File: src/rtl/agps_pkg.sv
// ----------------------------------------------------------------------------
// agps_pkg
// Shared types, codes and the step program of the stencil update sequencer.
// ----------------------------------------------------------------------------
package agps_pkg;

    localparam int VAL_W     = 32;
    localparam int FRAC_BITS = 16;
    localparam int NUM_VALS  = 12;
    localparam int PROG_LEN  = 83;

    typedef logic signed [VAL_W-1:0] val_t;

    localparam logic [1:0] MODE_PLAIN = 2'd0;
    localparam logic [1:0] MODE_LEFT  = 2'd1;
    localparam logic [1:0] MODE_RIGHT = 2'd2;

    localparam logic [2:0] REG_DT   = 3'd0;
    localparam logic [2:0] REG_K2   = 3'd1;
    localparam logic [2:0] REG_CC   = 3'd2;
    localparam logic [2:0] REG_P    = 3'd3;
    localparam logic [2:0] REG_RR   = 3'd4;
    localparam logic [2:0] REG_I2DX = 3'd5;
    localparam logic [2:0] REG_IDX2 = 3'd6;

    typedef struct packed {
        logic [NUM_VALS-1:0][VAL_W-1:0] val;
        logic [7:0]                     sd;
        logic [1:0]                     mode;
        logic                           err;
        logic [11:0]                    index;
        logic                           last;
    } job_t;

    typedef struct packed {
        val_t dt;
        val_t k2;
        val_t cc;
        val_t p;
        val_t rr;
        val_t i2dx;
        val_t idx2;
    } cfg_t;

    typedef struct packed {
        logic idle;
        logic done;
    } back_status_t;

    localparam logic [2:0] OP_ADD   = 3'd0;
    localparam logic [2:0] OP_SUB   = 3'd1;
    localparam logic [2:0] OP_MULQ  = 3'd2;
    localparam logic [2:0] OP_MUL0  = 3'd3;
    localparam logic [2:0] OP_HALFL = 3'd4;
    localparam logic [2:0] OP_HALFR = 3'd5;

    localparam logic [5:0] SRC_TML  = 6'd0;
    localparam logic [5:0] SRC_TMC  = 6'd1;
    localparam logic [5:0] SRC_TMR  = 6'd2;
    localparam logic [5:0] SRC_TFL  = 6'd3;
    localparam logic [5:0] SRC_TFC  = 6'd4;
    localparam logic [5:0] SRC_TFR  = 6'd5;
    localparam logic [5:0] SRC_ZL   = 6'd6;
    localparam logic [5:0] SRC_ZC   = 6'd7;
    localparam logic [5:0] SRC_ZR   = 6'd8;
    localparam logic [5:0] SRC_WL   = 6'd9;
    localparam logic [5:0] SRC_WC   = 6'd10;
    localparam logic [5:0] SRC_WR   = 6'd11;
    localparam logic [5:0] SRC_DT   = 6'd12;
    localparam logic [5:0] SRC_K2   = 6'd13;
    localparam logic [5:0] SRC_CC   = 6'd14;
    localparam logic [5:0] SRC_P    = 6'd15;
    localparam logic [5:0] SRC_RR   = 6'd16;
    localparam logic [5:0] SRC_I2DX = 6'd17;
    localparam logic [5:0] SRC_IDX2 = 6'd18;
    localparam logic [5:0] SRC_SD   = 6'd19;

    localparam logic [5:0] T_E0L  = 6'd32;
    localparam logic [5:0] T_E0R  = 6'd33;
    localparam logic [5:0] T_E1L  = 6'd34;
    localparam logic [5:0] T_E1R  = 6'd35;
    localparam logic [5:0] T_E2L  = 6'd36;
    localparam logic [5:0] T_E2R  = 6'd37;
    localparam logic [5:0] T_E3L  = 6'd38;
    localparam logic [5:0] T_E3R  = 6'd39;
    localparam logic [5:0] T_ML   = 6'd40;
    localparam logic [5:0] T_MC   = 6'd41;
    localparam logic [5:0] T_MR   = 6'd42;
    localparam logic [5:0] T_DTM  = 6'd43;
    localparam logic [5:0] T_DTF  = 6'd44;
    localparam logic [5:0] T_DZ   = 6'd45;
    localparam logic [5:0] T_DW   = 6'd46;
    localparam logic [5:0] T_DWTF = 6'd47;
    localparam logic [5:0] T_S    = 6'd48;
    localparam logic [5:0] T_S2   = 6'd49;
    localparam logic [5:0] T_LTM  = 6'd50;
    localparam logic [5:0] T_LTF  = 6'd51;
    localparam logic [5:0] T_LZ   = 6'd52;
    localparam logic [5:0] T_CDT  = 6'd53;
    localparam logic [5:0] T_PDT  = 6'd54;
    localparam logic [5:0] T_TMN  = 6'd55;
    localparam logic [5:0] T_TFN  = 6'd56;
    localparam logic [5:0] T_ZN   = 6'd57;
    localparam logic [5:0] T_A    = 6'd58;

    typedef struct packed {
        logic [2:0] op;
        logic [5:0] a;
        logic [5:0] b;
        logic [5:0] dst;
    } step_t;

    function automatic step_t mk(input logic [2:0] op, input logic [5:0] a,
                                 input logic [5:0] b, input logic [5:0] dst);
        step_t s;
        s.op  = op;
        s.a   = a;
        s.b   = b;
        s.dst = dst;
        return s;
    endfunction

    function automatic step_t prog_step(input logic [6:0] pc);
        step_t s;
        case (pc)
            7'd0:  s = mk(OP_HALFL, SRC_TML, SRC_TMC, T_E0L);
            7'd1:  s = mk(OP_HALFR, SRC_TMR, SRC_TMC, T_E0R);
            7'd2:  s = mk(OP_HALFL, SRC_TFL, SRC_TFC, T_E1L);
            7'd3:  s = mk(OP_HALFR, SRC_TFR, SRC_TFC, T_E1R);
            7'd4:  s = mk(OP_HALFL, SRC_ZL, SRC_ZC, T_E2L);
            7'd5:  s = mk(OP_HALFR, SRC_ZR, SRC_ZC, T_E2R);
            7'd6:  s = mk(OP_HALFL, SRC_WL, SRC_WC, T_E3L);
            7'd7:  s = mk(OP_HALFR, SRC_WR, SRC_WC, T_E3R);
            7'd8:  s = mk(OP_MULQ, SRC_WL, SRC_TFL, T_ML);
            7'd9:  s = mk(OP_MULQ, SRC_WC, SRC_TFC, T_MC);
            7'd10: s = mk(OP_MULQ, SRC_WR, SRC_TFR, T_MR);
            7'd11: s = mk(OP_HALFL, T_ML, T_MC, T_ML);
            7'd12: s = mk(OP_HALFR, T_MR, T_MC, T_MR);
            7'd13: s = mk(OP_SUB, T_E0R, T_E0L, T_S);
            7'd14: s = mk(OP_MULQ, T_S, SRC_I2DX, T_S);
            7'd15: s = mk(OP_MUL0, T_S, SRC_SD, T_DTM);
            7'd16: s = mk(OP_SUB, T_E1R, T_E1L, T_S);
            7'd17: s = mk(OP_MULQ, T_S, SRC_I2DX, T_S);
            7'd18: s = mk(OP_MUL0, T_S, SRC_SD, T_DTF);
            7'd19: s = mk(OP_SUB, T_E2R, T_E2L, T_S);
            7'd20: s = mk(OP_MULQ, T_S, SRC_I2DX, T_S);
            7'd21: s = mk(OP_MUL0, T_S, SRC_SD, T_DZ);
            7'd22: s = mk(OP_SUB, T_E3R, T_E3L, T_S);
            7'd23: s = mk(OP_MULQ, T_S, SRC_I2DX, T_S);
            7'd24: s = mk(OP_MUL0, T_S, SRC_SD, T_DW);
            7'd25: s = mk(OP_SUB, T_MR, T_ML, T_S);
            7'd26: s = mk(OP_MULQ, T_S, SRC_I2DX, T_S);
            7'd27: s = mk(OP_MUL0, T_S, SRC_SD, T_DWTF);
            7'd28: s = mk(OP_ADD, T_E0L, T_E0R, T_S);
            7'd29: s = mk(OP_ADD, SRC_TMC, SRC_TMC, T_S2);
            7'd30: s = mk(OP_SUB, T_S, T_S2, T_S);
            7'd31: s = mk(OP_MULQ, T_S, SRC_IDX2, T_S);
            7'd32: s = mk(OP_MUL0, T_S, SRC_SD, T_S);
            7'd33: s = mk(OP_MUL0, T_S, SRC_SD, T_LTM);
            7'd34: s = mk(OP_ADD, T_E1L, T_E1R, T_S);
            7'd35: s = mk(OP_ADD, SRC_TFC, SRC_TFC, T_S2);
            7'd36: s = mk(OP_SUB, T_S, T_S2, T_S);
            7'd37: s = mk(OP_MULQ, T_S, SRC_IDX2, T_S);
            7'd38: s = mk(OP_MUL0, T_S, SRC_SD, T_S);
            7'd39: s = mk(OP_MUL0, T_S, SRC_SD, T_LTF);
            7'd40: s = mk(OP_ADD, T_E2L, T_E2R, T_S);
            7'd41: s = mk(OP_ADD, SRC_ZC, SRC_ZC, T_S2);
            7'd42: s = mk(OP_SUB, T_S, T_S2, T_S);
            7'd43: s = mk(OP_MULQ, T_S, SRC_IDX2, T_S);
            7'd44: s = mk(OP_MUL0, T_S, SRC_SD, T_S);
            7'd45: s = mk(OP_MUL0, T_S, SRC_SD, T_LZ);
            7'd46: s = mk(OP_MULQ, SRC_CC, SRC_DT, T_CDT);
            7'd47: s = mk(OP_MULQ, SRC_P, SRC_DT, T_PDT);
            7'd48: s = mk(OP_MULQ, SRC_DT, T_LTM, T_A);
            7'd49: s = mk(OP_ADD, SRC_TMC, T_A, T_TMN);
            7'd50: s = mk(OP_MULQ, SRC_DT, T_DWTF, T_A);
            7'd51: s = mk(OP_SUB, T_TMN, T_A, T_TMN);
            7'd52: s = mk(OP_MULQ, SRC_DT, T_LTF, T_A);
            7'd53: s = mk(OP_ADD, SRC_TFC, T_A, T_TFN);
            7'd54: s = mk(OP_MULQ, SRC_DT, SRC_K2, T_A);
            7'd55: s = mk(OP_MULQ, T_A, SRC_TFC, T_A);
            7'd56: s = mk(OP_SUB, T_TFN, T_A, T_TFN);
            7'd57: s = mk(OP_MULQ, SRC_DT, SRC_WC, T_A);
            7'd58: s = mk(OP_MULQ, T_A, T_DTM, T_A);
            7'd59: s = mk(OP_SUB, T_TFN, T_A, T_TFN);
            7'd60: s = mk(OP_MULQ, T_CDT, SRC_WC, T_A);
            7'd61: s = mk(OP_MULQ, T_A, T_DTF, T_A);
            7'd62: s = mk(OP_SUB, T_TFN, T_A, T_TFN);
            7'd63: s = mk(OP_MULQ, T_CDT, SRC_TFC, T_A);
            7'd64: s = mk(OP_MULQ, T_A, T_DW, T_A);
            7'd65: s = mk(OP_SUB, T_TFN, T_A, T_TFN);
            7'd66: s = mk(OP_MULQ, T_PDT, T_LZ, T_A);
            7'd67: s = mk(OP_ADD, SRC_ZC, T_A, T_ZN);
            7'd68: s = mk(OP_MULQ, T_PDT, SRC_K2, T_A);
            7'd69: s = mk(OP_MULQ, T_A, SRC_ZC, T_A);
            7'd70: s = mk(OP_SUB, T_ZN, T_A, T_ZN);
            7'd71: s = mk(OP_MULQ, T_PDT, SRC_RR, T_A);
            7'd72: s = mk(OP_MULQ, T_A, SRC_K2, T_A);
            7'd73: s = mk(OP_MULQ, T_A, SRC_TFC, T_A);
            7'd74: s = mk(OP_SUB, T_ZN, T_A, T_ZN);
            7'd75: s = mk(OP_ADD, SRC_CC, SRC_CC, T_A);
            7'd76: s = mk(OP_MULQ, T_A, SRC_DT, T_A);
            7'd77: s = mk(OP_MULQ, T_A, SRC_ZC, T_A);
            7'd78: s = mk(OP_MULQ, T_A, T_DW, T_A);
            7'd79: s = mk(OP_SUB, T_ZN, T_A, T_ZN);
            7'd80: s = mk(OP_MULQ, T_CDT, SRC_WC, T_A);
            7'd81: s = mk(OP_MULQ, T_A, T_DZ, T_A);
            7'd82: s = mk(OP_SUB, T_ZN, T_A, T_ZN);
            default: s = mk(OP_ADD, SRC_TMC, SRC_TMC, T_A);
        endcase
        return s;
    endfunction

endpackage

File: src/rtl/agps_queue.sv
// ----------------------------------------------------------------------------
// agps_queue
// Two-entry job queue between the classifying front and the update sequencer.
// ----------------------------------------------------------------------------
module agps_queue (
    input  logic            clk,
    input  logic            rst_n,
    input  logic            push,
    input  agps_pkg::job_t  in_job,
    output logic            full,
    input  logic            pop,
    output agps_pkg::job_t  out_job,
    output logic            empty
);

    agps_pkg::job_t entry_reg [2];
    logic           wr_ptr_reg;
    logic           rd_ptr_reg;
    logic [1:0]     count_reg;

    assign full    = (count_reg == 2'd2);
    assign empty   = (count_reg == 2'd0);
    assign out_job = entry_reg[rd_ptr_reg];

    always_ff @(posedge clk)
    begin
        if (push && !full)
        begin
            entry_reg[wr_ptr_reg] <= in_job;
        end
    end

    always_ff @(posedge clk or negedge rst_n)
    begin
        if (!rst_n)
        begin
            wr_ptr_reg <= 1'b0;
            rd_ptr_reg <= 1'b0;
            count_reg  <= 2'd0;
        end
        else
        begin
            if (push && !full)
            begin
                wr_ptr_reg <= !wr_ptr_reg;
            end
            if (pop && !empty)
            begin
                rd_ptr_reg <= !rd_ptr_reg;
            end
            if ((push && !full) && !(pop && !empty))
            begin
                count_reg <= count_reg + 2'd1;
            end
            else if (!(push && !full) && (pop && !empty))
            begin
                count_reg <= count_reg - 2'd1;
            end
        end
    end

endmodule

File: config.mk
export PLATFORM = sky130hd
export DESIGN_NAME = agps_queue
export DESIGN_NICKNAME = d
export VERILOG_FILES = /design/src/rtl/agps_pkg.sv /design/src/rtl/agps_queue.sv
export SDC_FILE = /design/constraint.sdc
export NUM_CORES = 1
export LEC_CHECK = 0
export ABC_AREA = 1
export BUFFER_PORTS_ARGS = -buffer_cell sky130_fd_sc_hd__buf_4
export CAP_MARGIN = 20
export CORE_AREA = 2 2 318 320
export CTS_CLUSTER_SIZE = 25
export DETAILED_ROUTE_END_ITERATION = 8
export DIE_AREA = 0 0 320 322
export PLACE_DENSITY = 0.51
export SLEW_MARGIN = 30
export SYNTH_ARGS = -nofsm -noshare
export SYNTH_HDL_FRONTEND = slang
export SYNTH_SLANG_ARGS = --single-unit
File: constraint.sdc
create_clock -name clk -period 20.2 [get_ports clk]
set_clock_uncertainty 0.1 [all_clocks]
set_input_delay 4.04 -clock clk [delete_from_list [all_inputs] [get_ports clk]]
set_output_delay 4.04 -clock clk [all_outputs]
set_load 0.005 [all_outputs]
### Word-level counts from Yosys, hierarchy flattened

Memories as Yosys holds them, arrays and structs flattened.
Index checks and enable logic that the tools add are counted.

| cells by class | value |
|---|---|
| $add $sub $neg | 2 |
| $mul | 0 |
| divide/modulo/power cells | 0 |
| order comparisons | 0 |
| equality and inequality tests | 1 |
| shift operators | 0 |
| muxes and demuxes | 4 |
| bitwise operators | 0 |
| reduce and logical (&&, ||, !) cells | 12 |

Operators with widths:

| operator | count |
|---|---|
| $logic_not A1 Y1 | 6 |
| $logic_and A1 B1 Y1 | 4 |
| $mux W2 | 2 |
| $add A2 B1 Y2 const B | 1 |
| $eq A2 B2 Y1 const B | 1 |
| $logic_not A2 Y1 | 1 |
| $mux W1 | 2 |
| $reduce_bool A2 Y1 | 1 |
| $sub A2 B1 Y2 const B | 1 |

| word-level totals | value |
|---|---|
| register bits after elaboration | 4 |
| latch bits | 0 |
| RAM bits | 816 |
| ROM bits | 0 |
| input bits | 412 |
| output and inout bits | 410 |
| logic and storage cells | 23 |
| memories | 1 |

Memories:

| name | depth | bits a word | rd ports | clocked after memory_dff | write ports | line | RTL |
|---|---|---|---|---|---|---|---|
| entry_reg | 2 | 408 | 1 | 0 | 1 | agps_queue.sv:16 | `agps_pkg::job_t entry_reg [2];` |

### Longest topological paths before layout

| depth | value |
|---|---|
| depth after elaboration | 7 |
| mapped depth | 9 |
| mapped depth without buffers | 9 |

### Worst setup path before layout

OpenSTA, ideal clock, no wires.

| path | value |
|---|---|
| kind | input -> register |
| start | input push |
| end | memory entry_reg[1][0] in the netlist's numbering, enable pin |
| setup time | 1.187 ns |
| data arrival time | 21.024 ns |
| required time | 18.913 ns |
| path slack | -2.112 ns |
| stages on the path | 2 |
| buffers on the path | 0 |
| cells stage by stage | o21ai_0 -> nor2_1 |

| between the ends | value |
|---|---|
| longest elaborated chain between the ends | 3 |

RTL lines:

| what | line | RTL |
|---|---|---|
| start, declared | agps_queue.sv:8 | `input logic push,` |
| $logic_and A1 B1 Y1 | agps_queue.sv:27 | `if (push && !full)` |
| $mux W1 | agps_queue.sv:27 |  |
| $mux W1 (implied by the code) | agps_queue.sv:29 | `entry_reg[wr_ptr_reg] <= in_job;` |
| end, declared | agps_queue.sv:16 |  |

No other way between the ends.

==> flow_metrics.py <==
metrics = {
    "status": {
        "status": "completed",
    },
    "clocking": {
        "cts_resized": 0,
        "htreeDepth": 3,
        "cts_hold_repair.buffers": 0,
        "cts_tree": "done",
        "cts_root_buffer": "clkbuf_16",
        "cts_setup_buffers": 0,
        "cts_max_path_buffers": 3,
        "clk_latency_ns": 0.66,
        "cts_buffers": 91,
        "cts_sinks": 820,
        "clk_pin_slew_worst_paths_ns": 0.06,
    },
    "timing": {
        "fmax_mhz": 126,
        "final.min_clock_period_ns": 7.94,
        "slew_headroom_pct": 37.0,
        "hold_violations": 0,
        "rsz0062_at_grt": "no",
        "hold_ws_ns": 0.386,
        "drv_slew": 0,
        "setup_viol": 0,
        "worst_pin_slew_ns": 0.946,
        "period_share_pct": 39.3,
        "setup_tns_ns": 0,
        "setup_slack_ns": 12.26,
    },
    "synth": {
        "synth-xor-area-share_pct": 0.0293,
        "synthesis.area_um2": 29900,
        "synthesis.nets": 2576,
        "syn_avg_cell_area_um2": 13.8,
        "synth_simple_gate_area_share_pct": 15.6,
        "ys_seq_elements": 820,
        "yosys.area_share.adder_pct": 0.0419,
        "yosysUniqueCellTypes": 15,
        "synth_top_family_by_area": "simple AND/OR/NAND/NOR gates",
        "muxShareOfSynthArea_pct": 0,
        "synth_compound_area_share_pct": 0.0335,
        "syn_inst": 2163,
        "yosysWarnings": 0,
        "yosysSeqAreaShare_pct": 82.4,
    },
    "cells_and_area": {
        "largest_reg_flops": 816,
        "final_core_util_pct": 40.6,
        "drive_gt1_share_pct": 31.8,
        "fin_nets": 3423,
        "final_cell_mix": "1,233 x nand2_1, 836 x buf_4, 816 x edfxtp_1",
        "final_common_cell": "nand2_1",
        "syn_to_final_growth_pct": 35.5,
    },
    "critical_path": {
        "critPathKind": "flip-flop to output pin",
        "endpoint": "out_job[17]",
        "end_kind": "output pin",
        "crit_arrival_ns": 3.80,
        "r2r_slack_ns": 16.42,
        "timing.rr.end": "entry_reg[1][55]",
        "reg2reg_depth": 5,
        "crit_start": "rd_ptr_reg",
        "cp_max_fo": 76,
        "critical_path_required_ns": 16.06,
        "start_kind": "flip-flop",
        "r2r-start": "count_reg[0]",
    },
    "floorplanning": {
        "die_x_um": 320,
        "ios": 822,
        "dieHeight_um": 322,
        "rows": 116,
        "die-area_um2": 103000,
        "placeableCoreArea_um2": 99600,
        "initial_core_util_pct": 30.0,
    },
    "drt": {
        "drt_iter0_drc": 1367,
        "drtAntennaViolNets": 0,
        "firstDrtPassIters": 5,
        "drc": 0,
        "wl_per_cell_um": 19.3,
        "num_vias": 18772,
        "finalWirelength_mm": 84.7,
        "via_per_inst": 4.27,
    },
    "grt": {
        "grt_overflow_total": 0,
        "grt_util_all_layers_pct": 15.8,
        "antenna_found_initial": 13,
        "grt_pass1_wl_mm": 120,
        "grt_max_degree": 143,
        "grt_pass1_vias": 18398,
    },
    "pwr": {
        "p_per_area_nw_per_um2": 148,
        "p_comb_share_pct": 31.9,
        "power_mw": 6.00,
        "clock_power_share_pct": 28.0,
        "p_leak_nw": 16.9,
        "switching_share_pct": 31.9,
        "seqPwrFrac_pct": 40.1,
        "vdd.ir_drop.worst_uv": 82.4,
        "p_switching_mw": 1.92,
        "p_int_mw": 4.08,
    },
    "place": {
        "port_buffers": 821,
        "place_ws_ns": 12.37,
        "gp_congestion": 0.811,
        "post-dp-hpwl_mm": 56.2,
    },
    "hold_path": {
        "hold_class": "flip-flop to flip-flop",
        "holdPathStages": 2,
    },
    "job": {
        "maxCapViolations": 0,
    },
}
-- power groups by stage --
| stage | clock network [mW] | registers (mW) | logic [mW] |
|---|---|---|---|
| after floorplan | 0 | 2.59 | 0.848 |
| after global placement | 0 | 2.46 | 1.93 |
| after detailed placement | 0 | 2.46 | 1.94 |
| after CTS | 1.73 | 2.43 | 1.94 |
| after global routing | 1.79 | 2.44 | 2.11 |
| final | 1.68 | 2.41 | 1.92 |
-- routing by layer --
metal	track usage (%)	wire length, um
met1	17.7	31400
met2	27.2	43500
met3	5.56	7400
met4	6.55	2360
met5	0	13
-- synthesized netlist by cell type --
library cell     n  area, um^2
nand3b_1         1        7.51
buf_4            3        22.5
edfxtp_1       816       24500
buf_2           77         385
inv_2            1        3.75
inv_1            7        26.3
nand4_1          1        6.26
nor2_1           4        15.0
o21ai_0          2        10.0
dfrtp_1          4         100
ha_1             1        12.5
xnor2_1          1        8.76
buf_6           11         124
nand2_1       1233        4630
nand3_1          1        5.00
-- how the worst min path moves through the flow --
stage,from,to,slack [ns]
global placement,wr_ptr_reg,wr_ptr_reg,0.38
finish,wr_ptr_reg,wr_ptr_reg,0.39
detailed placement,wr_ptr_reg,wr_ptr_reg,0.38
floorplan,wr_ptr_reg,wr_ptr_reg,0.35
CTS,wr_ptr_reg,wr_ptr_reg,0.39
global route,wr_ptr_reg,wr_ptr_reg,0.42
-- metrics by stage --
step / cell area (um^2) / cells
global route: 40500 / 4395
global placement: 37300 / 4211
floorplan: 29900 / 2163
detailed placement: 37400 / 4213
CTS: 40400 / 4383
finish: 40500 / 4396
-- kinds of logic after synthesis --
family,Yosys count
adder cells (fa/ha/maj),1
buffers and inverters,99
AND/OR/NAND/NOR,1240
AO/OA/AOI/OAI,2
XOR/XNOR,1
flip-flops,820
-- final cells by class --
type | instances | area (um^2)
fillers | 9434 | 59100
flip-flops and latches | 820 | 24600
repair buffers | 845 | 6430
multi-input cells | 1244 | 4700
clock buffers | 109 | 2410
well taps | 1298 | 1620
clock inverters | 61 | 618
inverters | 8 | 50.0
diodes | 11 | 27.5
-- worst max-delay path, stage by stage (launching register included) --
cell and delay [ns]:
dfrtp_4 0.59, buf_4 0.66, buf_4 0.79, buf_4 0.61, nand2_1 0.11, nand2_1 0.12
buf_4 0.11
Note: power is estimated with default switching activity, not from simulation.
