File: src/rtl/agps_pkg.sv
// ----------------------------------------------------------------------------
// agps_pkg
// Shared types, codes and the step program of the stencil update sequencer.
// ----------------------------------------------------------------------------
package agps_pkg;

    localparam int VAL_W     = 32;
    localparam int FRAC_BITS = 16;
    localparam int NUM_VALS  = 12;
    localparam int PROG_LEN  = 83;

    typedef logic signed [VAL_W-1:0] val_t;

    localparam logic [1:0] MODE_PLAIN = 2'd0;
    localparam logic [1:0] MODE_LEFT  = 2'd1;
    localparam logic [1:0] MODE_RIGHT = 2'd2;

    localparam logic [2:0] REG_DT   = 3'd0;
    localparam logic [2:0] REG_K2   = 3'd1;
    localparam logic [2:0] REG_CC   = 3'd2;
    localparam logic [2:0] REG_P    = 3'd3;
    localparam logic [2:0] REG_RR   = 3'd4;
    localparam logic [2:0] REG_I2DX = 3'd5;
    localparam logic [2:0] REG_IDX2 = 3'd6;

    typedef struct packed {
        logic [NUM_VALS-1:0][VAL_W-1:0] val;
        logic [7:0]                     sd;
        logic [1:0]                     mode;
        logic                           err;
        logic [11:0]                    index;
        logic                           last;
    } job_t;

    typedef struct packed {
        val_t dt;
        val_t k2;
        val_t cc;
        val_t p;
        val_t rr;
        val_t i2dx;
        val_t idx2;
    } cfg_t;

    typedef struct packed {
        logic idle;
        logic done;
    } back_status_t;

    localparam logic [2:0] OP_ADD   = 3'd0;
    localparam logic [2:0] OP_SUB   = 3'd1;
    localparam logic [2:0] OP_MULQ  = 3'd2;
    localparam logic [2:0] OP_MUL0  = 3'd3;
    localparam logic [2:0] OP_HALFL = 3'd4;
    localparam logic [2:0] OP_HALFR = 3'd5;

    localparam logic [5:0] SRC_TML  = 6'd0;
    localparam logic [5:0] SRC_TMC  = 6'd1;
    localparam logic [5:0] SRC_TMR  = 6'd2;
    localparam logic [5:0] SRC_TFL  = 6'd3;
    localparam logic [5:0] SRC_TFC  = 6'd4;
    localparam logic [5:0] SRC_TFR  = 6'd5;
    localparam logic [5:0] SRC_ZL   = 6'd6;
    localparam logic [5:0] SRC_ZC   = 6'd7;
    localparam logic [5:0] SRC_ZR   = 6'd8;
    localparam logic [5:0] SRC_WL   = 6'd9;
    localparam logic [5:0] SRC_WC   = 6'd10;
    localparam logic [5:0] SRC_WR   = 6'd11;
    localparam logic [5:0] SRC_DT   = 6'd12;
    localparam logic [5:0] SRC_K2   = 6'd13;
    localparam logic [5:0] SRC_CC   = 6'd14;
    localparam logic [5:0] SRC_P    = 6'd15;
    localparam logic [5:0] SRC_RR   = 6'd16;
    localparam logic [5:0] SRC_I2DX = 6'd17;
    localparam logic [5:0] SRC_IDX2 = 6'd18;
    localparam logic [5:0] SRC_SD   = 6'd19;

    localparam logic [5:0] T_E0L  = 6'd32;
    localparam logic [5:0] T_E0R  = 6'd33;
    localparam logic [5:0] T_E1L  = 6'd34;
    localparam logic [5:0] T_E1R  = 6'd35;
    localparam logic [5:0] T_E2L  = 6'd36;
    localparam logic [5:0] T_E2R  = 6'd37;
    localparam logic [5:0] T_E3L  = 6'd38;
    localparam logic [5:0] T_E3R  = 6'd39;
    localparam logic [5:0] T_ML   = 6'd40;
    localparam logic [5:0] T_MC   = 6'd41;
    localparam logic [5:0] T_MR   = 6'd42;
    localparam logic [5:0] T_DTM  = 6'd43;
    localparam logic [5:0] T_DTF  = 6'd44;
    localparam logic [5:0] T_DZ   = 6'd45;
    localparam logic [5:0] T_DW   = 6'd46;
    localparam logic [5:0] T_DWTF = 6'd47;
    localparam logic [5:0] T_S    = 6'd48;
    localparam logic [5:0] T_S2   = 6'd49;
    localparam logic [5:0] T_LTM  = 6'd50;
    localparam logic [5:0] T_LTF  = 6'd51;
    localparam logic [5:0] T_LZ   = 6'd52;
    localparam logic [5:0] T_CDT  = 6'd53;
    localparam logic [5:0] T_PDT  = 6'd54;
    localparam logic [5:0] T_TMN  = 6'd55;
    localparam logic [5:0] T_TFN  = 6'd56;
    localparam logic [5:0] T_ZN   = 6'd57;
    localparam logic [5:0] T_A    = 6'd58;

    typedef struct packed {
        logic [2:0] op;
        logic [5:0] a;
        logic [5:0] b;
        logic [5:0] dst;
    } step_t;

    function automatic step_t mk(input logic [2:0] op, input logic [5:0] a,
                                 input logic [5:0] b, input logic [5:0] dst);
        step_t s;
        s.op  = op;
        s.a   = a;
        s.b   = b;
        s.dst = dst;
        return s;
    endfunction

    function automatic step_t prog_step(input logic [6:0] pc);
        step_t s;
        case (pc)
            7'd0:  s = mk(OP_HALFL, SRC_TML, SRC_TMC, T_E0L);
            7'd1:  s = mk(OP_HALFR, SRC_TMR, SRC_TMC, T_E0R);
            7'd2:  s = mk(OP_HALFL, SRC_TFL, SRC_TFC, T_E1L);
            7'd3:  s = mk(OP_HALFR, SRC_TFR, SRC_TFC, T_E1R);
            7'd4:  s = mk(OP_HALFL, SRC_ZL, SRC_ZC, T_E2L);
            7'd5:  s = mk(OP_HALFR, SRC_ZR, SRC_ZC, T_E2R);
            7'd6:  s = mk(OP_HALFL, SRC_WL, SRC_WC, T_E3L);
            7'd7:  s = mk(OP_HALFR, SRC_WR, SRC_WC, T_E3R);
            7'd8:  s = mk(OP_MULQ, SRC_WL, SRC_TFL, T_ML);
            7'd9:  s = mk(OP_MULQ, SRC_WC, SRC_TFC, T_MC);
            7'd10: s = mk(OP_MULQ, SRC_WR, SRC_TFR, T_MR);
            7'd11: s = mk(OP_HALFL, T_ML, T_MC, T_ML);
            7'd12: s = mk(OP_HALFR, T_MR, T_MC, T_MR);
            7'd13: s = mk(OP_SUB, T_E0R, T_E0L, T_S);
            7'd14: s = mk(OP_MULQ, T_S, SRC_I2DX, T_S);
            7'd15: s = mk(OP_MUL0, T_S, SRC_SD, T_DTM);
            7'd16: s = mk(OP_SUB, T_E1R, T_E1L, T_S);
            7'd17: s = mk(OP_MULQ, T_S, SRC_I2DX, T_S);
            7'd18: s = mk(OP_MUL0, T_S, SRC_SD, T_DTF);
            7'd19: s = mk(OP_SUB, T_E2R, T_E2L, T_S);
            7'd20: s = mk(OP_MULQ, T_S, SRC_I2DX, T_S);
            7'd21: s = mk(OP_MUL0, T_S, SRC_SD, T_DZ);
            7'd22: s = mk(OP_SUB, T_E3R, T_E3L, T_S);
            7'd23: s = mk(OP_MULQ, T_S, SRC_I2DX, T_S);
            7'd24: s = mk(OP_MUL0, T_S, SRC_SD, T_DW);
            7'd25: s = mk(OP_SUB, T_MR, T_ML, T_S);
            7'd26: s = mk(OP_MULQ, T_S, SRC_I2DX, T_S);
            7'd27: s = mk(OP_MUL0, T_S, SRC_SD, T_DWTF);
            7'd28: s = mk(OP_ADD, T_E0L, T_E0R, T_S);
            7'd29: s = mk(OP_ADD, SRC_TMC, SRC_TMC, T_S2);
            7'd30: s = mk(OP_SUB, T_S, T_S2, T_S);
            7'd31: s = mk(OP_MULQ, T_S, SRC_IDX2, T_S);
            7'd32: s = mk(OP_MUL0, T_S, SRC_SD, T_S);
            7'd33: s = mk(OP_MUL0, T_S, SRC_SD, T_LTM);
            7'd34: s = mk(OP_ADD, T_E1L, T_E1R, T_S);
            7'd35: s = mk(OP_ADD, SRC_TFC, SRC_TFC, T_S2);
            7'd36: s = mk(OP_SUB, T_S, T_S2, T_S);
            7'd37: s = mk(OP_MULQ, T_S, SRC_IDX2, T_S);
            7'd38: s = mk(OP_MUL0, T_S, SRC_SD, T_S);
            7'd39: s = mk(OP_MUL0, T_S, SRC_SD, T_LTF);
            7'd40: s = mk(OP_ADD, T_E2L, T_E2R, T_S);
            7'd41: s = mk(OP_ADD, SRC_ZC, SRC_ZC, T_S2);
            7'd42: s = mk(OP_SUB, T_S, T_S2, T_S);
            7'd43: s = mk(OP_MULQ, T_S, SRC_IDX2, T_S);
            7'd44: s = mk(OP_MUL0, T_S, SRC_SD, T_S);
            7'd45: s = mk(OP_MUL0, T_S, SRC_SD, T_LZ);
            7'd46: s = mk(OP_MULQ, SRC_CC, SRC_DT, T_CDT);
            7'd47: s = mk(OP_MULQ, SRC_P, SRC_DT, T_PDT);
            7'd48: s = mk(OP_MULQ, SRC_DT, T_LTM, T_A);
            7'd49: s = mk(OP_ADD, SRC_TMC, T_A, T_TMN);
            7'd50: s = mk(OP_MULQ, SRC_DT, T_DWTF, T_A);
            7'd51: s = mk(OP_SUB, T_TMN, T_A, T_TMN);
            7'd52: s = mk(OP_MULQ, SRC_DT, T_LTF, T_A);
            7'd53: s = mk(OP_ADD, SRC_TFC, T_A, T_TFN);
            7'd54: s = mk(OP_MULQ, SRC_DT, SRC_K2, T_A);
            7'd55: s = mk(OP_MULQ, T_A, SRC_TFC, T_A);
            7'd56: s = mk(OP_SUB, T_TFN, T_A, T_TFN);
            7'd57: s = mk(OP_MULQ, SRC_DT, SRC_WC, T_A);
            7'd58: s = mk(OP_MULQ, T_A, T_DTM, T_A);
            7'd59: s = mk(OP_SUB, T_TFN, T_A, T_TFN);
            7'd60: s = mk(OP_MULQ, T_CDT, SRC_WC, T_A);
            7'd61: s = mk(OP_MULQ, T_A, T_DTF, T_A);
            7'd62: s = mk(OP_SUB, T_TFN, T_A, T_TFN);
            7'd63: s = mk(OP_MULQ, T_CDT, SRC_TFC, T_A);
            7'd64: s = mk(OP_MULQ, T_A, T_DW, T_A);
            7'd65: s = mk(OP_SUB, T_TFN, T_A, T_TFN);
            7'd66: s = mk(OP_MULQ, T_PDT, T_LZ, T_A);
            7'd67: s = mk(OP_ADD, SRC_ZC, T_A, T_ZN);
            7'd68: s = mk(OP_MULQ, T_PDT, SRC_K2, T_A);
            7'd69: s = mk(OP_MULQ, T_A, SRC_ZC, T_A);
            7'd70: s = mk(OP_SUB, T_ZN, T_A, T_ZN);
            7'd71: s = mk(OP_MULQ, T_PDT, SRC_RR, T_A);
            7'd72: s = mk(OP_MULQ, T_A, SRC_K2, T_A);
            7'd73: s = mk(OP_MULQ, T_A, SRC_TFC, T_A);
            7'd74: s = mk(OP_SUB, T_ZN, T_A, T_ZN);
            7'd75: s = mk(OP_ADD, SRC_CC, SRC_CC, T_A);
            7'd76: s = mk(OP_MULQ, T_A, SRC_DT, T_A);
            7'd77: s = mk(OP_MULQ, T_A, SRC_ZC, T_A);
            7'd78: s = mk(OP_MULQ, T_A, T_DW, T_A);
            7'd79: s = mk(OP_SUB, T_ZN, T_A, T_ZN);
            7'd80: s = mk(OP_MULQ, T_CDT, SRC_WC, T_A);
            7'd81: s = mk(OP_MULQ, T_A, T_DZ, T_A);
            7'd82: s = mk(OP_SUB, T_ZN, T_A, T_ZN);
            default: s = mk(OP_ADD, SRC_TMC, SRC_TMC, T_A);
        endcase
        return s;
    endfunction

endpackage

File: src/rtl/agps_front.sv
// ----------------------------------------------------------------------------
// agps_front
// Three-point window, stencil classification and job creation per point.
// ----------------------------------------------------------------------------
module agps_front #(
    parameter int MAX_POINTS = 4096
) (
    input  logic                clk,
    input  logic                rst_n,
    input  logic                accept,
    input  logic signed [31:0]  tm_old,
    input  logic signed [31:0]  tf_old,
    input  logic signed [31:0]  z_old,
    input  logic signed [31:0]  w_old,
    input  logic [7:0]          subdivision,
    input  logic                is_last,
    output agps_pkg::job_t      job,
    output logic                job_push
);

    localparam int PS_W = $clog2(MAX_POINTS);

    logic [3:0][31:0] prev_reg;
    logic [3:0][31:0] cur_reg;
    logic [7:0]       sl_reg;
    logic [7:0]       sc_reg;
    logic [PS_W-1:0]  ps_reg;

    logic [3:0][31:0] new_val;
    logic [7:0]       sr;
    logic             any_zero;
    logic             all_equal;
    logic             bad_l;
    logic             bad_r;
    logic             err;
    logic [1:0]       mode;
    logic [PS_W-1:0]  idx_short;
    logic [31:0]      idx_ext;

    function automatic logic ratio_bad(input logic [7:0] a, input logic [7:0] b);
        logic [9:0] a3;
        logic [9:0] b3;
        a3 = 10'(a) * 10'd3;
        b3 = 10'(b) * 10'd3;
        return (10'(a) >= b3) || (10'(b) >= a3);
    endfunction

    assign new_val[0] = tm_old;
    assign new_val[1] = tf_old;
    assign new_val[2] = z_old;
    assign new_val[3] = w_old;
    assign sr = subdivision;

    always_comb
    begin
        any_zero  = (sl_reg == 8'd0) || (sc_reg == 8'd0) || (sr == 8'd0);
        all_equal = (sl_reg == sc_reg) && (sc_reg == sr);
        bad_l     = ratio_bad(sc_reg, sl_reg);
        bad_r     = ratio_bad(sc_reg, sr);
        err       = any_zero || (!all_equal && (bad_l || bad_r));
        mode      = agps_pkg::MODE_PLAIN;
        if (!err && !all_equal)
        begin
            if (sc_reg != sl_reg && sc_reg != sr)
            begin
                if (sl_reg != sr)
                begin
                    mode = (sl_reg < sc_reg) ? agps_pkg::MODE_LEFT : agps_pkg::MODE_RIGHT;
                end
            end
            else if (sc_reg == sl_reg)
            begin
                if (sr < sc_reg)
                begin
                    mode = agps_pkg::MODE_RIGHT;
                end
            end
            else if (sl_reg < sc_reg)
            begin
                mode = agps_pkg::MODE_LEFT;
            end
        end
    end

    assign idx_short = ps_reg - PS_W'(1);
    assign idx_ext   = 32'(idx_short);

    always_comb
    begin
        for (int f = 0; f < 4; f++)
        begin
            job.val[f*3]     = prev_reg[f];
            job.val[f*3 + 1] = cur_reg[f];
            job.val[f*3 + 2] = new_val[f];
        end
        job.sd    = sc_reg;
        job.mode  = mode;
        job.err   = err;
        job.index = idx_ext[11:0];
        job.last  = is_last;
    end

    assign job_push = accept && (ps_reg >= PS_W'(2));

    always_ff @(posedge clk or negedge rst_n)
    begin
        if (!rst_n)
        begin
            prev_reg <= '0;
            cur_reg  <= '0;
            sl_reg   <= '0;
            sc_reg   <= '0;
            ps_reg   <= '0;
        end
        else if (accept)
        begin
            if (is_last)
            begin
                prev_reg <= '0;
                cur_reg  <= '0;
                sl_reg   <= '0;
                sc_reg   <= '0;
                ps_reg   <= '0;
            end
            else
            begin
                prev_reg <= cur_reg;
                cur_reg  <= new_val;
                sl_reg   <= sc_reg;
                sc_reg   <= sr;
                if (ps_reg < PS_W'(MAX_POINTS - 1))
                begin
                    ps_reg <= ps_reg + PS_W'(1);
                end
            end
        end
    end

endmodule

File: config.mk
export PLATFORM = sky130hd
export DESIGN_NAME = agps_front
export DESIGN_NICKNAME = d
export VERILOG_FILES = /design/src/rtl/agps_pkg.sv /design/src/rtl/agps_front.sv
export SDC_FILE = /design/constraint.sdc
export NUM_CORES = 1
export LEC_CHECK = 0
export ABC_AREA = 1
export BUFFER_PORTS_ARGS = -buffer_cell sky130_fd_sc_hd__buf_4
export CAP_MARGIN = 20
export CORE_AREA = 2 2 210 212
export CTS_CLUSTER_SIZE = 20
export DETAILED_ROUTE_END_ITERATION = 10
export DIE_AREA = 0 0 212 214
export PLACE_DENSITY = 0.56
export SYNTH_ARGS = -nofsm -noshare
export SYNTH_HDL_FRONTEND = slang
export SYNTH_SLANG_ARGS = --single-unit
export TNS_END_PERCENT = 5
File: constraint.sdc
create_clock -name clk -period 4 [get_ports clk]
set_clock_uncertainty 0.15 [all_clocks]
set_input_delay 0.8 -clock clk [delete_from_list [all_inputs] [get_ports clk]]
set_output_delay 0.8 -clock clk [all_outputs]
set_load 0.005 [all_outputs]
# Yosys cells after proc, flatten, opt, wreduce, memory -nomap -nowiden

Index checks and enable logic that the tools add are counted.
Widths: inputs -> output; s select.

Input port bits: 140
Bits in registers: 284
Output and inout port bits: 409
Logic and storage cells: 61

Multiply operators: 3
Mux-type cells: 13
Add/subtract/negate cells: 2
Eq/ne operators: 6
Reduce and logical (&&, ||, !) cells: 18
Magnitude comparators: 8

Operator list:

| operator              | count |
|---|---|
| $mux 128              | 2 |
| $ge 8x10->1           | 4 |
| $mul 8x2->10 const B  | 3 |
| $eq 8x8->1            | 3 |
| $logic_not 8->1       | 3 |
| $mux 12               | 2 |
| $ne 8x8->1            | 3 |
| $lt 8x8->1            | 2 |
| $mux 8                | 2 |
| $add 12x1->12 const B | 1 |
| $ge 12x2->1 const B   | 1 |
| $lt 12x12->1 const B  | 1 |
| $mux 2                | 6 |
| $sub 12x1->12 const B | 1 |
| $logic_or 1x1->1      | 6 |
| $logic_and 1x1->1     | 5 |
| $logic_not 1->1       | 2 |
| $reduce_and 2->1      | 1 |
| $reduce_bool 2->1     | 1 |
| $mux 1                | 1 |

# Logic depth before layout (Yosys ltp)

Gate-level depths: netlist of the first run.

Depth after elaboration: 9
Depth in mapped cells: 21
Mapped depth without buffers: 20

# Worst setup path after synthesis of the first run

Ideal clock, no wire load.

Path kind: register -> output
Start point: register sc_reg[1]
End point: output port job[13] (netlist bit)
Path slack: 0.140 ns
Data required time: 3.050 ns
Cell stages (with the launch flop): 22
Arrival: 2.910 ns
Path through: dfrtp_1 ha_1 inv_1 fa_1 o31ai_1 a21o_1 a21oi_1 xor2_1 ha_1 nand2_1 inv_1 nand3_1 nand2_1 nand3_1 nand3_1 nand3_1 nand3_1 nand2_1 nand2_1 nand2_1 nand2_1 buf_4

Cells in the longest elaborated chain, start to end: 6
Elaborated cells on any way between the ends: 17
Those cells by class: 1 x mul; 4 x order compare; 2 x eq/ne; 10 x reduce/logical

RTL lines:

| item                   | RTL line          | text |
|---|---|---|
| start, declared        | agps_front.sv:26  | `logic [7:0] sc_reg;` |
| start signal, assigned | agps_front.sv:130 | `sc_reg <= sr;` |
| $mul 8x2->10           | agps_front.sv:43  | `a3 = 10'(a) * 10'd3;` |
| $ge 8x10->1            | agps_front.sv:45  | `return (10'(a) >= b3) \|\| (10'(b) >= a3);` |
| $logic_or 1x1->1       | agps_front.sv:45  |  |
| $logic_or 1x1->1       | agps_front.sv:60  | `err = any_zero \|\| (!all_equal && (bad_l \|\| bad_r));` |
| $logic_and 1x1->1      | agps_front.sv:60  |  |
| $logic_or 1x1->1 *     | agps_front.sv:60  |  |
| end, declared          | agps_front.sv:17  | `output agps_pkg::job_t job,` |

Mark *: on every way between the ends. The rest lies on a longest branch, timed or not.

==> results of run 1 <==
## area by class of cell
type	count	area, sq um
Fill cell	4161	23200
Sequential cell	284	7110
Multi-Input combinational cell	908	5220
Timing Repair Buffer	613	4680
Clock buffer	51	1010
Inverter	214	811
Tap cell	585	732
Clock inverter	7	104
## cells by family (layout without fill, tap and decap cells)
family                   Yosys count  after routing  share of synthesized area
adder cells (fa/ha/maj)           87             87                     0.0775
buffers and inverters            417            885                      0.144
XOR/XNOR                          23             23                     0.0140
AO/OA/AOI/OAI                    350            350                      0.129
AND/OR/NAND/NOR                  448            448                      0.140
flip-flops                       284            284                      0.496
## cells in the mapped netlist, types with 2 or more instances
master / number / area, sq um
a31oi_1: 3 / 18.8
dfrtp_1: 284 / 7110
a21o_1: 4 / 30.0
inv_1: 209 / 785
nand2_1: 223 / 837
o21bai_1: 3 / 22.5
buf_4: 130 / 976
nor4_1: 3 / 18.8
a41oi_1: 2 / 17.5
nor2_1: 29 / 109
nand3_1: 158 / 791
inv_2: 4 / 15.0
a211oi_1: 2 / 15.0
xor2_1: 18 / 158
o21a_1: 2 / 15.0
a21oi_1: 37 / 185
clkbuf_1: 64 / 240
nor3_1: 4 / 20.0
nor2_2: 2 / 12.5
nand2_2: 4 / 25.0
nand4_1: 15 / 93.8
xnor2_1: 5 / 43.8
o21ai_0: 268 / 1340
a21boi_0: 2 / 15.0
fa_1: 3 / 60.1
ha_1: 84 / 1050
o211ai_1: 2 / 15.0
o21ai_1: 4 / 20.0
o22ai_1: 16 / 100
nand3_2: 3 / 30.0
a21oi_2: 2 / 17.5
buf_2: 8 / 40.0
## power groups by stage
stage / combinational [W] / clock [W] / sequential [W]
after floorplan: 0.000732 / 0 / 0.00326
after global placement: 0.00167 / 0 / 0.00325
after detailed placement: 0.00168 / 0 / 0.00326
after CTS: 0.00171 / 0.00319 / 0.00321
after global routing: 0.00188 / 0.00331 / 0.00323
final: 0.00169 / 0.00310 / 0.00321
## layer usage
metal  global-route usage  vias to the layer above
met1                0.270                     6112
met2                0.354                      392
met4               0.0674                        0
met5                    0                        -
met3               0.0446                       65
li1                     -                     6035
## worst reg2reg max path, stage by stage (launching register included)
cell	delay, ps
dfrtp_1	410
ha_1	190
nand2_1	80
nor2_2	150
nand2_2	100
o31ai_4	290
inv_4	110
nand3_2	140
nor2_2	60
nand3_2	60
nand2_1	50
nand2_1	50
nor2_1	40
## per-stage QoR
stage                     utilization  cells  cell area [sq um]  total power (W)
after floorplan                     -   1609              14300          0.00400
after global placement          0.431   2600              18500          0.00492
after detailed placement        0.431   2600              18500          0.00494
after CTS                       0.458   2661              19700          0.00811
after global routing            0.459   2662              19700          0.00842
final                           0.459   2662              19700          0.00799
## worst max path at each step
| stage | end | slack (ps) | cells past startpoint |
|---|---|---|---|
| floorplan | job[13] | 140 | 21 |
| global placement | job[15] | -190 | 18 |
| detailed placement | job[15] | -190 | 18 |
| CTS | job[15] | -470 | 20 |
| global route | job[15] | -620 | 20 |
| finish | job[15] | -400 | 20 |
## repair_timing
item / CTS / global route
hold buffers: 0 / 0
pin swaps: 12 / 6
setup buffers: 3 / 1
setup endpoints to repair: 3 / 3
resized for setup: 12 / 3
==> flow_summary.ini, run 1 <==
[critical_path]
arrival_ps = 3450
rrSetupSlack_ps = 2020
critPathMaxStageDelay_ps = 420
cp.required_ps = 3050
slowest_stage = fa_2
path_class = flip-flop to output port
r2r-start = ps_reg[1]
crit_buf_inv = 4
r2r-end = ps_reg[11]
path_max_fanout = 3
crit_chain = buf_4, inv_1, fa_2, o31ai_4, a21o_1, a21oi_2, xor2_1, ha_1, nand2_1, inv_2, nand3_2, nand2_1, nand3_1, nand3_1, nand3_1, nand3_1, nand2_1, nand4_1, nor2_1, buf_4
crit_path_start_kind = flip-flop
crit_family = simple AND/OR/NAND/NOR gates
crit_path_end_kind = output port
startpoint = sc_reg[1]
cp_common_cell = nand3_1
reg2reg_depth = 12

[clock_network]
clk_pin_slew_ps = 60
cts_num_sinks = 284
insertion_delay_ps = 530
numCtsBuffers = 35
root_buffer = clkbuf_16
clock_path_buffers = 3
htreeDepth = 2
cts_tree = built

[synthesis]
ys_async_sr_fraction = 1.00
syn_nets = 1836
syn_area_per_cell_sq_um = 8.91
ys_warn_count = 0
synth_edf_count = 0
ys_seq_area_frac = 0.496
synth-main-ff-cell = dfrtp_1
synth-seq-cells = 284
yosysUniqueCellTypes = 44
synthesis.area_sq_um = 14300
syn_inst = 1609

[power]
swShare = 0.281
cell_internal_pwr_w = 0.00575
p_leak_nw = 10.1
power_frac_clock = 0.387
switching_power_w = 0.00224
comb_power_share = 0.211
p_seq_frac = 0.402
vdd_drop_max_mv = 0.251
p_per_area_nw_per_um2 = 406

[place]
port_buffers = 548
hpwl_um = 35900
dpl_worst_slack_ps = -191
place.gp.congestion = 0.895

[floorplanning]
row_count = 76
start_util = 0.334
die_area_sq_um = 45400
core_region_area_sq_um = 42900
die_w_um = 212
io_pins = 549
die_h_um = 214

[status]
violations = setup timing
status = complete, but fails checks

[routing]
drt-pass1-iter-count = 5
vias = 12600
wl_met1_um = 20600
drt-vias-per-instance = 4.73
wl_met3_um = 3220
antenna_left = 0
dr_wl_met2_um = 23600
drt-total-wl_um = 48600
dr.max_layer_used = met4
wl_per_cell_um = 18.3
drtIter0Drc = 1009
drc_errors = 0

[timing]
drv_slew = 0
fin_setup_tns_ps = -1140
worst_pin_slew_ps = 894
period_needed_ps = 4400
maxSlewHeadroom = 0.404
period_share = 1.10
setup_ws_ps = -404
setup_violations = 3
hold_slack_ps = 128
rsz0062_at_grt = yes
hold_viol = 0
fmax_mhz = 227

[final_layout]
antennaDiodeCount = 0
layout-drive-gt1-share = 0.336
final_common_cell = buf_4
nets = 2283
largest_reg_flops = 256
layout_common_cells = buf_4 (605), dfrtp_1 (283), o21ai_0 (267)
syn_to_final_growth_pct = 37.2

[grt]
grt_pass1_vias = 12600
grt_start_max_net_pins = 179
grt_pass1_wl_um = 74300
grt_usage = 0.211
antenna_found_initial = 0
gr-total-overflow = 0

[min_path]
hp-class = primary input to asynchronous set/reset pin

[job]
cap_violations = 0
No activity file was read; power rests on OpenSTA's default activity.
==> run 2, diff against run 1 <==
--- a/config.mk
+++ b/config.mk
@@ -8,11 +8,11 @@
 export ABC_AREA = 1
 export BUFFER_PORTS_ARGS = -buffer_cell sky130_fd_sc_hd__buf_4
 export CAP_MARGIN = 20
-export CORE_AREA = 2 2 210 212
+export CORE_AREA = 2 2 222 224
 export CTS_CLUSTER_SIZE = 20
 export DETAILED_ROUTE_END_ITERATION = 10
-export DIE_AREA = 0 0 212 214
-export PLACE_DENSITY = 0.56
+export DIE_AREA = 0 0 224 226
+export PLACE_DENSITY = 0.51
 export SYNTH_ARGS = -nofsm -noshare
 export SYNTH_HDL_FRONTEND = slang
 export SYNTH_SLANG_ARGS = --single-unit
==> run 2 against run 1 <==
The flow still finishes with violations (setup timing). Clock-buffer cell count shrank 5. Clock power rose by 4%. Non-clock buffer count down 3. Global-route usage down 2.3 points. Critical path type unchanged. Critical endpoint unchanged. Largest power group is now clock.
==> flow_summary.ini, run 2 (synthesis results as in run 1) <==
[timing]
maxSlewHeadroom = 0.359
setup_ws_ps = -321
setup_violations = 3
hold_viol = 0
worst_pin_slew_ps = 962
rsz0062_at_grt = yes
period_share = 1.08
fmax_mhz = 231
drv_slew = 0
period_needed_ps = 4320

[critical_path]
r2r-end = ps_reg[11]
path_max_fanout = 5
reg2reg_depth = 12
slowest_stage = dfrtp_1
arrival_ps = 3370
path_class = flip-flop to output port
crit_path_start_kind = flip-flop
crit_path_end_kind = output port
cp.required_ps = 3050
r2r-start = ps_reg[1]
critPathMaxStageDelay_ps = 390
rrSetupSlack_ps = 2040
crit_chain = buf_4, ha_2, a21oi_2, o31ai_4, a21o_1, a21oi_1, xor2_1, ha_1, nand2_1, inv_1, nand3_1, nand2_1, nand3_1, nand3_1, nand3_1, nand3_1, nand2_1, nand4_1, nor2_1, buf_4
cp_common_cell = nand3_1

[power]
comb_power_share = 0.206
p_total_w = 0.00812
swShare = 0.287
switching_power_w = 0.00233
p_per_area_nw_per_um2 = 411
p_seq_frac = 0.396
cell_internal_pwr_w = 0.00579
power_frac_clock = 0.398
p_leak_nw = 10.1
vdd_drop_max_mv = 0.281

[routing]
drt-total-wl_um = 48600
wl_per_cell_um = 18.0
vias = 12600
drc_errors = 0
drt-pass1-iter-count = 6
antenna_left = 0
drtIter0Drc = 685
drt-vias-per-instance = 4.67

[grt]
grt_start_max_net_pins = 175
grt_pass1_wl_um = 73900
gr-total-overflow = 0
grt_usage = 0.188
grt_pass1_vias = 12500
antenna_found_initial = 0

[floorplanning]
io_pins = 549
start_util = 0.297
row_count = 81
die_h_um = 226
die_w_um = 224
die_area_sq_um = 50600
core_region_area_sq_um = 48300

[clock_network]
htreeDepth = 2
clock_path_buffers = 3
clk_pin_slew_ps = 60
cts_hold_buf = 0
cts_tree = built
cts_num_sinks = 284
numCtsBuffers = 36
root_buffer = clkbuf_16
insertion_delay_ps = 540

[final_layout]
largest_reg_flops = 256
antennaDiodeCount = 0
fill_cells = 4939
layout_common_cells = buf_4 (603), dfrtp_1 (280), o21ai_0 (266)
ff_latch_area_sq_um = 7110
final_common_cell = buf_4
nets = 2281
finalNonFillerCells = 2701
layout-drive-gt1-share = 0.339
syn_to_final_growth_pct = 37.7
multi_input_area_sq_um = 5210

[status]
violations = setup timing
status = complete, but fails checks

[min_path]
hp-class = primary input to asynchronous set/reset pin

[place]
place.gp.congestion = 0.841
dp_cells = 2632
port_buffers = 548
hpwl_um = 35400

[job]
cap_violations = 0
==> run 2: changes by cell type in the layout (fill, tap and decap cells not counted), moves of 2 or more <==
| cell | delta |
|---|---|
| clkinv_2 | +5 |
| clkinv_4 | +2 |
| clkbuf_1 | -6 |
| buf_4 | -2 |
| clkinvlp_4 | +2 |
| dfrtp_1 | -3 |
| dfrtp_2 | +3 |
==> run 2: power by group through the flow <==
stage	Clock (W)	Sequential, W	Combinational, W
2_1_floorplan	0	0.00326	0.000732
3_5_place_dp	0	0.00326	0.00168
5_1_grt	0.00345	0.00324	0.00186
6_report	0.00323	0.00321	0.00168
4_1_cts	0.00333	0.00321	0.00170
3_3_place_gp	0	0.00325	0.00168
==> run 2: worst max-delay path: cells and delay by family, from the launching register on <==
kind	cells	cell delay, ps
AND/OR/NAND/NOR	10	800
AO/OA/AOI/OAI	4	580
adder cells (fa/ha/maj)	2	490
flip-flops	1	390
buffers and inverters	3	330
XOR/XNOR	1	230
==> run 2: area by class of cell <==
class / count / share of cell area
sequential: 284 / 0.360
timing repair buffer: 610 / 0.236
clock buffer: 46 / 0.0506
inverter: 214 / 0.0411
multi-input combinational: 908 / 0.264
clock inverter: 17 / 0.00931
tap: 622 / 0.0394
==> run 2: routing by layer <==
| layer | global-route usage | part of all wire |
|---|---|---|
| met2 | 0.317 | 0.49 |
| met4 | 0.0684 | 0.030 |
| met3 | 0.0409 | 0.066 |
| met1 | 0.236 | 0.42 |
| met5 | 0 | 0 |
==> run 2: worst max-delay path by stage <==
stage	startpoint	to	slack (ps)	depth (start not counted)
after floorplan	sc_reg[1]	job[13]	140	21
after global placement	subdivision[1]	job[15]	-160	18
after detailed placement	subdivision[0]	job[15]	-180	18
after CTS	sc_reg[1]	job[15]	-390	20
after global routing	sc_reg[1]	job[15]	-590	20
final	sc_reg[2]	job[15]	-320	20
==> run 2: what timing repair did <==
item                       CTS  global route
pin swaps                    6             2
gates cloned                 0             0
gates resized for setup     12             2
setup endpoints to repair    3             3
setup buffers                5             1
==> run 2: through the flow <==
step / utilization / setup WS, ps / setup TNS [ps] / cell area, sq um / hold WS (ps)
final: 0.409 / -321 / -933 / 19800 / 74.1
after global routing: 0.409 / -590 / -1710 / 19800 / 111
after CTS: 0.408 / -393 / -1150 / 19700 / 89.3
after detailed placement: 0.382 / -176 / -484 / 18500 / 323
after global placement: 0.382 / -160 / -446 / 18500 / 317
after floorplan: - / 140 / 0 / 14300 / 326
==> run 3, diff against run 2 <==
--- a/config.mk
+++ b/config.mk
@@ -12,7 +12,8 @@
 export CTS_CLUSTER_SIZE = 20
 export DETAILED_ROUTE_END_ITERATION = 10
 export DIE_AREA = 0 0 224 226
-export PLACE_DENSITY = 0.51
+export PLACE_DENSITY = 0.49
+export SKIP_CTS_REPAIR_TIMING = 1
 export SYNTH_ARGS = -nofsm -noshare
 export SYNTH_HDL_FRONTEND = slang
 export SYNTH_SLANG_ARGS = --single-unit
==> constraint.sdc (replaced) <==
create_clock -name clk -period 5.3 [get_ports clk]
set_clock_uncertainty 0.15 [all_clocks]
set_input_delay 1.06 -clock clk [delete_from_list [all_inputs] [get_ports clk]]
set_output_delay 1.06 -clock clk [all_outputs]
set_load 0.005 [all_outputs]
==> run 3 against run 2 <==
The flow now finishes without violations. Register-to-register slack improved by 1300 ps. Largest cell class unchanged. Critical endpoint is now job[14]. Utilization fell by 0.97 points. First-iteration DRC count fell by 5.7%. Clock-buffer cell count rose by 4. Sequential cell count did not move. Critical path depth did not move. Largest power group unchanged.
==> flow_summary.ini, run 3 (synthesis results as in run 1) <==
[critical_path]
rrSetupSlack_ps = 3290
reg2reg_depth = 10
critPathMaxStageDelay_ps = 440
crit_chain = ha_1, inv_1, fa_1, o31ai_4, a21o_1, a21oi_1, xor2_1, ha_1, nand2_1, inv_1, nand3_1, nand2_1, nand3_1, nand3_1, nand3_1, nand3_1, nand2_1, nand4_1, nor2_1, buf_4
cp.required_ps = 4090
crit_path_start_kind = flip-flop
crit_path_end_kind = output port
path_max_fanout = 6
path_class = flip-flop to output port
r2r-start = ps_reg[1]
r2r-end = ps_reg[9]
arrival_ps = 3810
cp_common_cell = nand3_1
slowest_stage = dfrtp_2

[routing]
drt-pass1-iter-count = 5
drtIter0Drc = 646
wl_per_cell_um = 19.0
drt-vias-per-instance = 4.68
vias = 12400
drt-total-wl_um = 50300
drc_errors = 0
antenna_left = 0

[place]
place.gp.congestion = 0.873
port_buffers = 548
hpwl_um = 36500
dp_cells = 2584
placed_area_sq_um = 18100
dpl_worst_slack_ps = 462

[clock_network]
numCtsBuffers = 36
htreeDepth = 2
cts_tree = built
cts_num_sinks = 284
root_buffer = clkbuf_16
clock_path_buffers = 3
insertion_delay_ps = 550
clk_pin_slew_ps = 50

[floorplanning]
core_region_area_sq_um = 48300
row_count = 81
start_util = 0.297
die_h_um = 226
io_pins = 549
die_area_sq_um = 50600
die_w_um = 224

[final_layout]
nets = 2227
syn_to_final_growth_pct = 34.5
final_common_cell = buf_4
largest_reg_flops = 256
fill_cells = 4931
layout_common_cells = buf_4 (551), dfrtp_1 (282), o21ai_0 (268)
finalNonFillerCells = 2645
design_area_sq_um = 19300
layout-drive-gt1-share = 0.314

[power]
cell_internal_pwr_w = 0.00436
switching_power_w = 0.00173
p_per_area_nw_per_um2 = 316
comb_power_share = 0.200
swShare = 0.284
p_total_w = 0.00610
p_leak_nw = 9.81
p_seq_frac = 0.399
power_frac_clock = 0.401
vdd_drop_max_mv = 0.227

[grt]
gr-total-overflow = 0
grtUsageMet3 = 0.0463
grt_use_met1 = 0.246
grt_pass1_vias = 12300
grt_usage = 0.193
antenna_found_initial = 2
gr-usage-met2 = 0.323
grt_pass1_wl_um = 75400
grt_start_max_net_pins = 109
grt-busiest-layer = met2

[min_path]
hp-class = flip-flop to flip-flop
min_from = job[332]
whs_path_depth = 2
hold_end = job[332]

[timing]
fin_setup_tns_ps = 0
worst_pin_slew_ps = 1080
maxSlewHeadroom = 0.282
setup_ws_ps = 280
period_share = 0.947
setup_violations = 0
period_needed_ps = 5020
fmax_mhz = 199
hold_viol = 0
rsz0062_at_grt = no
drv_slew = 0

[job]
cap_violations = 0

[status]
status = complete, no violations
[run 3: worst max-delay path by stage]
stage	startpoint	cells after the start	endpoint
6_report	sc_reg[1]	20	job[14]
5_1_grt	sc_reg[0]	20	job[14]
4_1_cts	sc_reg[1]	20	job[14]
3_5_place_dp	subdivision[2]	18	job[14]
3_3_place_gp	subdivision[1]	18	job[14]
2_1_floorplan	subdivision[0]	18	job[13]
[run 3: routing by layer]
| layer | vias up | routed length [um] | share of wire |
|---|---|---|---|
| li1 | 5918 | - | - |
| met2 | 425 | 24400 | 0.48 |
| met5 | - | 0 | 0 |
| met4 | 0 | 1350 | 0.027 |
| met3 | 69 | 3300 | 0.066 |
| met1 | 5960 | 21300 | 0.42 |
[run 3: area by class of cell]
cell class                 count  area [sq um]  share of cell area
timing repair buffer         556          4230               0.219
sequential                   284          7110               0.369
clock buffer                  50          1010              0.0526
antenna                        2          5.00            0.000260
tap                          622           778              0.0404
clock inverter                 9           153             0.00792
multi-input combinational    908          5190               0.269
inverter                     214           811              0.0420
[run 3: power by group through the flow]
stage                     Combinational (W)  Sequential, W  Clock, W
after floorplan                    0.000552        0.00246         0
after global placement              0.00123        0.00246         0
after detailed placement            0.00123        0.00247         0
after CTS                           0.00123        0.00243   0.00254
after global routing                0.00136        0.00245   0.00262
final                               0.00122        0.00243   0.00245
[run 3: metrics by stage]
| step | util | hold WS (ps) |
|---|---|---|
| 2_1_floorplan | - | 326 |
| 3_3_place_gp | 0.374 | 318 |
| 3_5_place_dp | 0.374 | 325 |
| 4_1_cts | 0.398 | 339 |
| 5_1_grt | 0.399 | 352 |
| 6_report | 0.399 | 333 |
[run 3: critical path: cells and delay by family (launching register included)]
family	cells	cell delay (ps)
AO/OA/AOI/OAI	3	540
adder cells (fa/ha/maj)	3	960
flip-flops	1	440
AND/OR/NAND/NOR	10	870
buffers and inverters	3	240
XOR/XNOR	1	230
